==> src/design/bis_lerp.sv <==
// ----------------------------------------------------------------------------
// bis_lerp
// Two-stage bilinear blend of one channel: along y, then along x, rounded.
// ----------------------------------------------------------------------------
module bis_lerp #(
    parameter int CHANNEL_BITS = 16,
    parameter int FRAC_BITS    = 8
) (
    input  logic                    aclk,
    input  logic                    en,
    input  logic [CHANNEL_BITS-1:0] t00,
    input  logic [CHANNEL_BITS-1:0] t01,
    input  logic [CHANNEL_BITS-1:0] t10,
    input  logic [CHANNEL_BITS-1:0] t11,
    input  logic [FRAC_BITS:0]      xf,
    input  logic [FRAC_BITS:0]      yf,
    output logic [CHANNEL_BITS-1:0] result
);

    localparam int AW = CHANNEL_BITS + FRAC_BITS + 1;
    localparam int VW = CHANNEL_BITS + 2 * FRAC_BITS + 2;

    logic [FRAC_BITS:0] one_w, omy, omx;
    logic [AW-1:0]      a_next, b_next, a_reg, b_reg;
    logic [FRAC_BITS:0] xf_reg;
    logic [VW-1:0]      v;

    // stage 1: blend along y
    always_comb begin
        one_w  = (FRAC_BITS+1)'(1) << FRAC_BITS;
        omy    = one_w - yf;
        a_next = AW'(t00) * AW'(omy) + AW'(t01) * AW'(yf);
        b_next = AW'(t10) * AW'(omy) + AW'(t11) * AW'(yf);
    end

    always_ff @(posedge aclk) begin
        if (en) begin
            a_reg  <= a_next;
            b_reg  <= b_next;
            xf_reg <= xf;
        end
    end

    // stage 2: blend along x, round half up
    always_comb begin
        omx = one_w - xf_reg;
        v   = VW'(a_reg) * VW'(omx) + VW'(b_reg) * VW'(xf_reg)
            + (VW'(1) << (2 * FRAC_BITS - 1));
    end

    always_ff @(posedge aclk) begin
        if (en) begin
            result <= v[2*FRAC_BITS+CHANNEL_BITS-1:2*FRAC_BITS];
        end
    end

endmodule

==> config.mk <==
export PLATFORM = sky130hd
export DESIGN_NAME = bis_lerp
export DESIGN_NICKNAME = d
export VERILOG_FILES = /design/src/design/bis_lerp.sv
export SDC_FILE = /design/constraint.sdc
export NUM_CORES = 2
export LEC_CHECK = 0
export BUFFER_PORTS_ARGS = -buffer_cell sky130_fd_sc_hd__buf_2
export CORE_ASPECT_RATIO = 0.6
export CORE_MARGIN = 2
export CORE_UTILIZATION = 35
export CTS_BUF_LIST = sky130_fd_sc_hd__clkbuf_4 sky130_fd_sc_hd__clkbuf_8
export CTS_CLUSTER_SIZE = 10
export DETAILED_ROUTE_END_ITERATION = 12
export PLACE_DENSITY = 0.46
export SYNTH_ARGS = -nofsm -noshare
export SYNTH_HDL_FRONTEND = slang
export SYNTH_SLANG_ARGS = --single-unit
==> constraint.sdc <==
create_clock -name aclk -period 13.6 [get_ports aclk]
set_clock_uncertainty 0.05 [all_clocks]
set_input_delay 1.36 -clock aclk [delete_from_list [all_inputs] [get_ports aclk]]
set_output_delay 1.36 -clock aclk [all_outputs]
set_load 0.005 [all_outputs]
## After elaboration in Yosys (flattened, before gate mapping)

Index checks and enable logic that the tools add are counted.

| storage, ports and cells | value |
|---|---|
| bits in registers | 75 |

| operators by class | value |
|---|---|
| multipliers | 6 |
| $add $sub $neg | 6 |

Operators by type and width:

| cell | count |
|---|---|
| 16-bit by 9-bit multiplier with 25-bit output | 4 |
| 25-bit by 9-bit multiplier with 32-bit output | 2 |
| 25-bit adder | 2 |
| 32-bit by 16-bit adder with 32-bit output, second input constant | 1 |
| 32-bit adder | 1 |
| 9-bit subtractor, first input constant | 2 |

## Depth between registers and ports, before layout

| depth | value |
|---|---|
| word-level depth | 4 |
| gate-level depth with buffers | 30 |
| gate-level depth less buffers | 27 |

## Least setup slack after synthesis

Ideal clock, no wire load.

| timing path | value |
|---|---|
| path kind | input to register |
| start point | input port yf[0] |
| end point | register b_reg[23], data pin |
| library setup time | 158 ps |
| buffers on the path | 3 |
| stages | 28 |
| arrival | 7,728 ps |
| slack | 5,664 ps |
| required time | 13,392 ps |
| cell sequence | clkbuf_1 -> clkbuf_1 -> inv_1 -> ha_1 -> inv_1 -> nor4_1 -> xor2_1 -> clkbuf_1 -> and2_1 -> fa_1 -> inv_1 -> fa_1 -> fa_1 -> inv_1 -> fa_1 -> fa_1 -> inv_1 -> fa_1 -> inv_1 -> ha_1 -> a21o_1 -> a21o_1 -> a21oi_2 -> a2bb2oi_1 -> o211ai_1 -> a21o_1 -> a2111o_1 -> o211ai_1 |

| on the way | value |
|---|---|
| longest elaborated chain between the ends | 3 |
| elaborated cells on any way between the ends | 4 |

RTL lines:

| what | line | RTL |
|---|---|---|
| start: declaration | 16 | `input logic [FRAC_BITS:0] yf,` |
| 9-bit subtractor | 31 | `omy = one_w - yf;` |
| 16-bit by 9-bit multiplier with 25-bit output | 33 | `b_next = AW'(t10) * AW'(omy) + AW'(t11) * AW'(yf);` |
| 25-bit adder * | 33 |  |
| net b_next[23] | 24 | `logic [AW-1:0] a_next, b_next, a_reg, b_reg;` |
| end signal: assignment | 39 | `b_reg <= b_next;` |
| end: declaration | 24 |  |

Mark *: on every way through the listed nets, which the timed path passes. The rest lies on a longest branch.
A chain may end at the register's enable or synchronous reset.

## Worst setup path after layout

| timing path | value |
|---|---|
| start point | input port yf[0] |
| end point | register a_reg[24], data pin |

| on the way | value |
|---|---|
| longest elaborated chain between the ends | 3 |
| elaborated cells on any way between the ends | 4 |

RTL lines:

| what | line | RTL |
|---|---|---|
| 9-bit subtractor | 31 |  |
| 16-bit by 9-bit multiplier with 25-bit output | 32 | `a_next = AW'(t00) * AW'(omy) + AW'(t01) * AW'(yf);` |
| 25-bit adder * | 32 |  |
| net a_next[24] | 24 |  |
| end signal: assignment | 38 | `a_reg <= a_next;` |
| end: declaration | 24 |  |

Marks and branches as above.

==> impl_metrics.tcl <==
set metrics [dict create \
    async_flop_share 0 \
    post-route-min-period_ps 8542 \
    die_height_um 246.6 \
    synth_cell_types 52 \
    ctsHoldBuffers 0 \
    ctsLongestPathBuffers 2 \
    final-setup-viol-count 0 \
    gp_congestion 0.8327 \
    die-area_mm2 0.1007 \
    critical_path_arrival_ps 8710 \
    synth.avg_cell_area_um2 9.135 \
    synth_area_mm2 0.03433 \
    synth_mux_area_frac 0.0005832 \
    end_kind "flop" \
    fin_crit_sh 0.6281 \
    hold_path_class "in2reg" \
    synth_cells 3758 \
    path_clk_slew_ps 120 \
    wl_um 88930 \
    status "complete, no violations" \
    yosysSeqAreaShare 0.06560 \
    synthAdderAreaFrac 0.5866 \
    yosys_warnings 0 \
    yosys.area_share.simple 0.1663 \
    synth.top_cells.by_area "fa_1, inv_1, ha_1" \
    areaGrowthSynthToFinish_pct 5.919 \
    synth-edff-count 75 \
    crit_type "in2reg" \
    avgViaCountPerCell 4.518 \
    first_pass_iters 5 \
    utilization 0.3761 \
    postCtsSetupBuffers 0 \
    port_buffers 99 \
    required_ps 13770 \
    die_w_um 408.3 \
    initial_core_util 0.3551 \
    grt_max_degree 68 \
    clkLatencyLatePin_ps 490 \
    hpwl_um 74620 \
    first_global_vias 25540 \
    max-slew-margin-rel 0.2256 \
    synthFlopType "edfxtp_1" \
    cp_max_fo 67 \
    drcViolationCount 0 \
    worst_pin_slew_ps 1162 \
    cts.sinks 75 \
    maxCapViolations 0 \
    finalMaxSlewViolations 0 \
    groute.usage.overall 0.1918 \
    drtIter0Drc 1022 \
    rsz0062_at_grt "false" \
    grt_pass1_wl_um 149000 \
    fin_nets 4911 \
    dp_slack_ps 4624 \
    root_buffer "clkbuf_8" \
    numCtsBuffers 9 \
    synth_top_area_frac 0.4951 \
    cts_resized 0 \
    cts_tree "yes" \
    drive_gt1_frac 0.04368 \
    ioPinCount 100 \
    synth-compound-area-share 0.02584 \
    hold_violations 0 \
    antenna_found_initial 3 \
    antenna_left 0 \
    ys_ff_latch 75 \
    fin_cells 5041 \
    crit_path_start_kind "primary input" \
    cts_max_level 3 \
    vias 22770 \
    syn_nets 4942 \
    final.setup.tns_ps 0 \
    synth_top_family_by_area "adder cells" \
    layout_common_cells "inv_1, fa_1, nand2_1, and2_1, ha_1" \
    fmax_mhz 117.1 \
    synth_xor_area_frac 0.02220 \
    grt_overflow 0 \
    synth_area_leader_cell "fa_1" \
    final_common_cell "inv_1" \
    dp_cells 5021 \
    core_area_mm2 0.09667 \
    num_rows 88 \
    setup_ws_ps 5058 \
    avgRoutedWirePerCell_um 17.64 \
]
stage by stage:
step | hold slack, ps | area (um2)
after floorplan | 848.3 | 34330
after global placement | 1149 | 36160
after detailed placement | 1079 | 36160
after CTS | 937.7 | 36350
after global routing | 954.5 | 36360
final | 994.9 | 36360
worst paths after layout:
kind / from / end / slack, ps / cells after the start
worst max-delay path: yf[0] / a_reg[24] / 5060 / 28
worst min-delay path: xf[5] / xf_reg[5] / 990 / 1
worst max register to register: xf_reg[0] / result[13] / 5330 / 22
worst min register to register: a_reg[23] / result[15] / 1160 / 4
per-layer routing:
metal / track usage / share of wire / up-vias
li1: - / - / 10610
met1: 0.3028 / 0.54 / 11790
met2: 0.2826 / 0.42 / 334
met3: 0.02458 / 0.036 / 42
met4: 0.02778 / 0.011 / 0
met5: 0 / 0 / -
critical path, stage by stage:
cell	delay, ps
buf_2	100
buf_4	380
inv_1	150
ha_1	230
inv_1	70
nor4_1	400
xor2_2	160
buf_4	360
and2_1	210
fa_1	400
inv_1	80
fa_1	430
fa_1	520
inv_1	60
fa_1	480
fa_1	490
inv_1	50
fa_1	470
inv_1	40
ha_1	340
a21oi_1	150
nand2_1	100
a221oi_2	340
a31oi_1	260
a2111oi_0	630
o21bai_1	150
a21oi_1	190
xnor2_1	80
cells by family (layout without fill, tap and decap cells):
logic type                 after synthesis  after routing
DFF                                     75             75
muxes                                    2              2
buffers and inverters                 1212           1186
adders and majority gates             1100           1100
other                                    0              4
and+or+nand+nor                       1145           1145
xor gates and xnor gates                87             87
AOI/OAI and AO/OA                      137            137
synthesized netlist by cell type (3+ instances only):
cell type,n
xor2_1,24
buf_2,3
fa_1,849
clkbuf_1,122
o21a_1,5
o21ai_0,17
nand4_1,7
and2_1,493
or3_1,4
a21oi_1,50
nand3_1,12
nor2b_1,4
nor4_1,3
a211oi_1,3
inv_1,1041
and3_1,8
o21bai_1,13
a31oi_1,3
nand2b_1,6
xnor2_1,63
nor3_1,13
ha_1,251
o211ai_1,5
buf_1,45
edfxtp_1,75
nor2_1,25
nor3b_1,3
a211o_1,3
a21o_1,23
nand2_1,558
layout make-up:
class	count	area, um2
clock inverters	7	67.56
well taps	1305	1633
multi-input cells	2471	27640
inverters	1041	3908
clock buffers	9	123.9
flip-flops and latches	75	2252
repair buffers	129	723.2
diodes	4	10.01
fillers	10110	60310
Power is left out: the tool's default activity adds up to more than one toggle a clock period on the data nets, which glitch-free logic cannot reach.
