**config.mk**
```make
export PLATFORM = sky130hd
export DESIGN_NAME = bis_place
export DESIGN_NICKNAME = d
export VERILOG_FILES = /design/src/design/bis_place.sv
export SDC_FILE = /design/constraint.sdc
export NUM_CORES = 1
export LEC_CHECK = 0
export ABC_CLOCK_PERIOD_IN_PS = 6200
export BUFFER_PORTS_ARGS = -buffer_cell sky130_fd_sc_hd__buf_4
export CAP_MARGIN = 15
export CORE_ASPECT_RATIO = 0.8
export CORE_UTILIZATION = 54
export DETAILED_ROUTE_END_ITERATION = 10
export GPL_ROUTABILITY_DRIVEN = 0
export PLACE_DENSITY = 0.9
export SYNTH_ARGS = -nofsm -noshare
export SYNTH_HDL_FRONTEND = slang
export SYNTH_SLANG_ARGS = --single-unit
```
**constraint.sdc**
```tcl
create_clock -name vclk -period 6.2
set_clock_uncertainty 0.2 [all_clocks]
set_input_delay 0.31 -clock vclk [all_inputs]
set_output_delay 0.31 -clock vclk [all_outputs]
set_load 0.005 [all_outputs]
```
**src/design/bis_place.sv**
```systemverilog
// ----------------------------------------------------------------------------
// bis_place
// Half-pixel offset, clamp to edge, split into two cell indexes and a weight.
// ----------------------------------------------------------------------------
module bis_place #(
    parameter int MAX_DIM   = 128,
    parameter int FRAC_BITS = 8
) (
    input  logic [15:0]                  raw,
    input  logic [$clog2(MAX_DIM+1)-1:0] dim,
    output logic [$clog2(MAX_DIM)-1:0]   c0,
    output logic [$clog2(MAX_DIM)-1:0]   c1,
    output logic [FRAC_BITS:0]           wt
);

    localparam int DW = $clog2(MAX_DIM + 1);
    localparam int CW = $clog2(MAX_DIM);
    localparam int PW = (16 > DW + FRAC_BITS) ? 16 : DW + FRAC_BITS;

    logic [PW-1:0] raw_ext, half, hi, diff, up, fl, dm1, c0_full;

    always_comb begin
        raw_ext = PW'(raw);
        half    = PW'(1) << (FRAC_BITS - 1);
        hi      = PW'(dim) << FRAC_BITS;
        diff    = raw_ext - half;
        dm1     = PW'(dim) - PW'(1);
        // clamp position to [0, dim]
        priority if (raw_ext < half) begin
            up = '0;
        end else if (diff > hi) begin
            up = hi;
        end else begin
            up = diff;
        end
        fl = up >> FRAC_BITS;
        // floor lands on dim only at the far edge: weight is then one whole cell
        if (fl > dm1) begin
            c0_full = dm1;
            wt      = (FRAC_BITS+1)'(1) << FRAC_BITS;
        end else begin
            c0_full = fl;
            wt      = {1'b0, up[FRAC_BITS-1:0]};
        end
        c0 = c0_full[CW-1:0];
        c1 = (c0_full == dm1) ? c0_full[CW-1:0] : c0_full[CW-1:0] + CW'(1);
    end

endmodule

```
# Yosys cells after proc, flatten, opt, wreduce, memory -nomap -nowiden
# Index checks and enable logic that the tools add are counted.
[totals] wordCells=12 in_bits=24 reg_bits=0 output_inout_bits=23
[classes] order_cmp=3 n_mux=5 n_addsub=3 eq_ne=1
[op_table] operator="$mux W16" count=3
[op_table] operator="$eq A16 B16 Y1" count=1
[op_table] operator="$gt A16 B16 Y1" count=1
[op_table] operator="$gt A8 B16 Y1" count=1
[op_table] operator="$lt A16 B8 Y1 const B" count=1
[op_table] operator="$sub A16 B8 Y16 const B" count=1
[op_table] operator="$mux W9" count=1
[op_table] operator="$sub A8 B1 Y9 const B" count=1
[op_table] operator="$add A7 B1 Y7 const B" count=1
[op_table] operator="$mux W7" count=1

# Longest topological paths before layout
# Gate-level depths: netlist of run 1.
[logic_depth] word_depth=8 depth_mapped=25 mapped_depth_nobuf=23

# Worst setup path before layout of run 1
# OpenSTA, ideal clock, no wires.
[synth_timing] path_kind="in2out" from="in raw[7]" to="out c1[5]" path_slack_ps=612 arrival_time_ps=5078 required_ps=5690 path_buffers=3 stages=24 cell_sequence="inv_1 > ha_1 > or4b_4 > nor4_2 > xor2_1 > ha_1 > o21ai_0 > o211ai_1 > o31ai_2 > nor2_2 > buf_6 > mux2i_2 > ha_1 > nor2b_1 > o211ai_1 > a21oi_1 > o21ba_2 > and2_1 > clkbuf_1 > buf_1 > a21oi_1 > nand2_1 > or4b_1 > xnor2_1"
[synth_via] elab_chain_len=8 word_cells_on_any_way=10 cone_classes="add/sub (2); order compare (3); eq/ne (1); mux (4)"
[synth_lines] element="start: declaration" line="9" source="input logic [15:0] raw,"
[synth_lines] element="$sub A16 B8 Y16" line="26" source="diff = raw_ext - half;"
[synth_lines] element="$gt A16 B16 Y1" line="31" source="end else if (diff > hi) begin"
[synth_lines] element="$mux W16" line="31"
[synth_lines] element="$mux W16 (*)" line="29" source="priority if (raw_ext < half) begin"
[synth_lines] element="$gt A8 B16 Y1" line="38" source="if (fl > dm1) begin"
[synth_lines] element="$mux W16 (*)" line="38"
[synth_lines] element="net c0[3]" line="11" source="output logic [$clog2(MAX_DIM)-1:0] c0,"
[synth_lines] element="$add A7 B1 Y7 / $eq A16 B16 Y1 (equally long branches)" line="46" source="c1 = (c0_full == dm1) ? c0_full[CW-1:0] : c0_full[CW-1:0] + CW'(1);"
[synth_lines] element="$mux W7 (*)" line="46"
[synth_lines] element="end: declaration" line="12" source="output logic [$clog2(MAX_DIM)-1:0] c1,"
# Mark *: on every way through the listed nets, which the timed path passes. The rest lies on a longest branch.

# Final worst setup path of run 1
[layout_timing] from="in raw[7]" to="out c1[5]"
[layout_via] elab_chain_len=8 word_cells_on_any_way=10 cone_classes="add/sub (2); order compare (3); eq/ne (1); mux (4)"
[layout_lines] element="$sub A16 B8 Y16" line="26"
[layout_lines] element="$gt A16 B16 Y1" line="31"
[layout_lines] element="$mux W16" line="31"
[layout_lines] element="$mux W16 (*)" line="29"
[layout_lines] element="$gt A8 B16 Y1" line="38"
[layout_lines] element="$mux W16 (*)" line="38"
[layout_lines] element="$add A7 B1 Y7 / $eq A16 B16 Y1 (equally long branches)" line="46"
[layout_lines] element="$mux W7 (*)" line="46"
# Mark *: on every way between the ends. The rest lies on a longest branch, timed or not.

==> summary.txt, run 1 <==
Ranking of synthesized cells by area: ha_1 17%, xnor2_1 9.0%, xor2_1 5.1%
WL per Instance: 17.2 um
CP max-delay cell: or4b_4
# IOs: 47
First-pass GRT wire length: 6270 um
Worst vdd ir: 0.000183 V
Setup TNS Final: 0 ns
DR vias/cell: 6.22
Post-route DRC violation count: 0
Slew @ Worst Pin: 0.648 ns
Hold Crit Class: in2out
Power Density: 190 nW/um^2
Setup slack after layout: 0.268 ns
Syn_nets: 222
Pre-CTS setup slack: -0.0398 ns
Core Region: 2270 um^2
Area of the multi-input gates: 1330 um^2
Leakage power: 0.848 nW
DP Wirelength: 3500 um
Nets: 280
Post-route minimum period: 5.93 ns
Hold depth: 3
Max-cap violation count: 0
Post-synth top area share: 17.5%
Initial antenna violation count: 0
DR vias: 1,672
Die width: 58.1 um
Vias in the first global route: 1,347
ANT nets after route: 0
Synth unique cells: 49
FFs & Latches: 0
Tcrit/Tclk final: 95.7%
Worst setup SP type: input port
Post-synth top cells: 19 x ha_1, 15 x inv_1, 15 x nand2_1
Yosys top cell by area: ha_1
Overall Global Routing Usage: 29.8%
DR iter-0 viols: 196
CP max FO: 9
Class of the most critical setup path: in2out
HP Start: raw[0]
Final wirelength: 4630 um
Final Hold Vio Count: 0
Slew Viols, Final: 0
Relative slew slack: 56.8%
Share of cells above drive strength 1: 36.6%
Syn Area/Cell: 7.61 um^2
Drt pass-1 iters: 6
Critical Path Start: raw[7]
F_max: 169 MHz
Sequential element share of the synthesized area: 0%
Cts-stage hold buffer count: 0
Most common cell in the netlist: ha_1
Crit path largest cell delay: 0.52 ns
Register Area: 0 um^2
Syn-to-layout area delta: 38.8%
Initial Util: 59.9%
Cell Area, Synth: 1360 um^2
WP data required: 5.69 ns
CP Capture Type: primary output
Number of port buffers: 47
Final setup vio count: 0
# clk buffers: 0
CP arrival: 5.42 ns
Antenna diodes: 0
Die Ht: 46.9 um
Fill count: 140
Die Area: 2730 um^2
# rows: 15
Hold slack final: 0.711 ns
Largest net degree at the start of global routing: 11
Synthesis Warnings: 0
Total gr overflow: 0
Status: complete, no violations
Cells after Synth: 179
cell usage in the layout (no fill, tap or decap), types with 2 or more instances in the layout:
cell,Yosys,routed
a211oi_2,3,4
nand4_1,6,6
xnor2_1,14,14
a21oi_1,13,13
o211ai_1,2,2
o21ai_1,0,2
o31a_1,2,2
ha_1,19,19
mux2i_1,2,2
xor2_1,8,8
and2_1,10,9
and3_1,2,2
nor3_1,3,3
buf_4,0,61
nand2_1,15,15
o21ai_0,5,3
nor2b_1,3,3
nor3b_1,3,3
nor4_1,4,4
nor2_1,6,6
a21o_1,3,3
or4b_4,2,2
nor2_4,1,2
mux2_2,2,2
nand4b_1,2,2
inv_1,15,15
nand3_1,4,4
report_power, final:
part / switching (mW) / internal [mW]
clock: 0 / 0
sequential: 0 / 0
combinational: 0.175 / 0.183
total: 0.175 / 0.183
through the flow:
stage	util (%)	power (mW)	instances	instance area, um^2
4_1_cts	78.7	0.327	262	1790
2_1_floorplan	-	0.187	179	1360
6_report	83.2	0.358	269	1890
3_5_place_dp	78.5	0.325	262	1780
5_1_grt	83.2	0.382	269	1890
3_3_place_gp	78.5	0.313	262	1780
final cells by class:
class                      instances  share of cell area [%]
inverter                          15                    2.98
tap                               34                    2.25
multi-input combinational        159                    70.5
timing repair buffer              61                    24.2
kinds of logic (layout without fill, tap and decap cells):
| kind of cell | after synthesis | after routing | share of synthesized area, % |
|---|---|---|---|
| AOI/OAI and AO/OA | 44 | 44 | 25.6 |
| xor gates and xnor gates | 23 | 23 | 15.3 |
| adders and majority gates | 19 | 19 | 17.5 |
| buffers and inverters | 20 | 76 | 6.16 |
| muxes | 5 | 5 | 4.14 |
| and+or+nand+nor | 68 | 68 | 31.2 |
path summary, 6_finish.rpt:
kind / to / slack, ns
setup / recovery: c1[5] / 0.27
hold / removal: wt[0] / 0.71
per-layer routing:
layer	global-route usage (%)	routed length [um]
met1	44.2	2000
met2	50.6	2260
met3	1.10	355
met4	2.38	14
met5	0	0
worst max-delay path, delay by kind of cell:
family,cells,cell delay (ns)
AOI/OAI and AO/OA,7,1.29
xor gates and xnor gates,2,0.28
adders and majority gates,3,0.79
buffers and inverters,4,0.50
muxes,1,0.30
and+or+nand+nor,8,1.95
timing repair:
action | in CTS | in global routing
resized for setup | 1 | 11
pin swaps | 0 | 3
setup endpoints to repair | 1 | 7
buffers inserted | 0 | 7
Power figures use the tool's default switching activity.
==> inputs of run 2 (changes only) <==
Settings changed: CORE_ASPECT_RATIO 0.8 to default.
==> summary.txt, run 2 (synthesized netlist as in run 1, its figures left out) <==
Sequential Power Share: 0%
Switching power share of the total: 48.9%
Placed instance count: 255
DR vias/cell: 6.45
Critical Path Start: raw[7]
Total gr overflow: 0
Final wirelength: 4960 um
Met3 wire length: 396 um
Most common cell after layout, fill and taps aside: buf_4
# IOs: 47
Share of cells above drive strength 1: 37.6%
Post-route minimum period: 6.06 ns
Fin cells: 265
Register Area: 0 um^2
Die width: 52.2 um
Die Ht: 52.2 um
Hold Crit Class: in2out
Tcrit/Tclk final: 97.7%
Relative slew slack: 55.8%
Max-cap violation count: 0
Hold slack final: 0.711 ns
Internal: 0.188 mW
# clk buffers: 0
Initial Util: 59.3%
Syn-to-layout area delta: 39.2%
Worst setup SP type: input port
Slew Viols, Final: 0
Commonest cells after routing, fill and taps aside: 63 x buf_4, 19 x ha_1, 15 x inv_1
DR vias: 1,708
Nets: 282
Logic pwr share: 100.0%
Class of the most critical setup path: in2out
Power Density: 194 nW/um^2
Util after Layout: 82.5%
Setup TNS Final: 0 ns
Overall Global Routing Usage: 32.6%
DR iter-0 viols: 87
CP max FO: 11
Final Hold Vio Count: 0
CP endpoint: c1[5]
Largest net degree at the start of global routing: 12
Setup slack after layout: 0.143 ns
Final setup vio count: 0
Status: complete, no violations
Fill count: 141
NetSw: 0.180 mW
HP Start: raw[3]
Number of port buffers: 47
Pre-CTS setup slack: -0.0767 ns
Vias in the first global route: 1,582
WP data required: 5.69 ns
FFs & Latches: 0
CP Capture Type: primary output
ANT nets after route: 0
Clock network power share: 0%
Cts-stage hold buffer count: 0
Post-route DRC violation count: 0
WL per Instance: 18.7 um
Antenna diodes: 0
Initial antenna violation count: 0
Drt pass-1 iters: 5
First-pass GRT wire length: 6800 um
Top Metal Used: met4
Wire length on met2: 2490 um
Core Region: 2300 um^2
CP arrival: 5.55 ns
DP Wirelength: 3620 um
F_max: 165 MHz
Wire length on met1: 1880 um
Worst vdd ir: 0.000205 V
Leakage power: 0.855 nW
Die Area: 2730 um^2
Slew @ Worst Pin: 0.663 ns
# rows: 17
[run 2: changes by cell type in the layout (fill, tap and decap cells not counted), sizes merged]
cell and change:
buf +2
[run 2: final cells by class]
class / count / area (um^2) / share of cell area (%)
well taps: 28 / 35.0 / 1.85
repair buffers: 63 / 473 / 25.0
multi-input cells: 159 / 1330 / 70.2
inverters: 15 / 56.3 / 2.97
[run 2: critical path, cell delays in order]
cell and delay, ns:
buf_4 0.13, inv_1 0.06, ha_1 0.19, or4b_4 0.49, nor4_2 0.17, xor2_1 0.13
ha_1 0.31, o21ai_0 0.14, o211ai_1 0.32, o31a_1 0.27, buf_4 0.15, a21oi_1 0.10
a211oi_2 0.34, ha_1 0.32, a21oi_1 0.16, o21ai_0 0.12, o21ba_2 0.27, and2_4 0.22
buf_4 0.17, nand2_1 0.05, o21a_1 0.17, nand2_1 0.08, or4b_1 0.49, xnor2_1 0.22
buf_4 0.16
[run 2: power by group through the flow]
| stage | combinational [mW] | sequential (mW) | clock, mW |
|---|---|---|---|
| 3_5_place_dp | 0.326 | 0 | 0 |
| 5_1_grt | 0.393 | 0 | 0 |
| 6_report | 0.368 | 0 | 0 |
| 2_1_floorplan | 0.187 | 0 | 0 |
| 3_3_place_gp | 0.310 | 0 | 0 |
| 4_1_cts | 0.328 | 0 | 0 |
[run 2: worst min path at each step]
stage / endpoint / slack (ns) / cells after the start
6_report: wt[3] / 0.71 / 3
5_1_grt: wt[7] / 0.72 / 3
4_1_cts: wt[3] / 0.71 / 3
3_5_place_dp: wt[3] / 0.71 / 3
3_3_place_gp: wt[7] / 0.70 / 3
2_1_floorplan: wt[7] / 0.46 / 1
[run 2: what timing repair did]
action,4_1_cts,5_1_grt
pin swaps,0,5
gates cloned,0,0
gates resized for setup,1,10
setup buffers,0,10
setup endpoints to repair,3,6
[run 2: metal layers]
metal  vias up  GRT usage [%]
met2       112           59.6
met3        21           4.93
li1        783              -
met4         0           10.1
met1       792           38.4
met5         -              0
[run 2: per-stage QoR]
step	power, mW	cell area (um^2)
2_1_floorplan	0.187	1360
3_3_place_gp	0.310	1770
3_5_place_dp	0.326	1770
4_1_cts	0.328	1770
5_1_grt	0.393	1900
6_report	0.368	1900
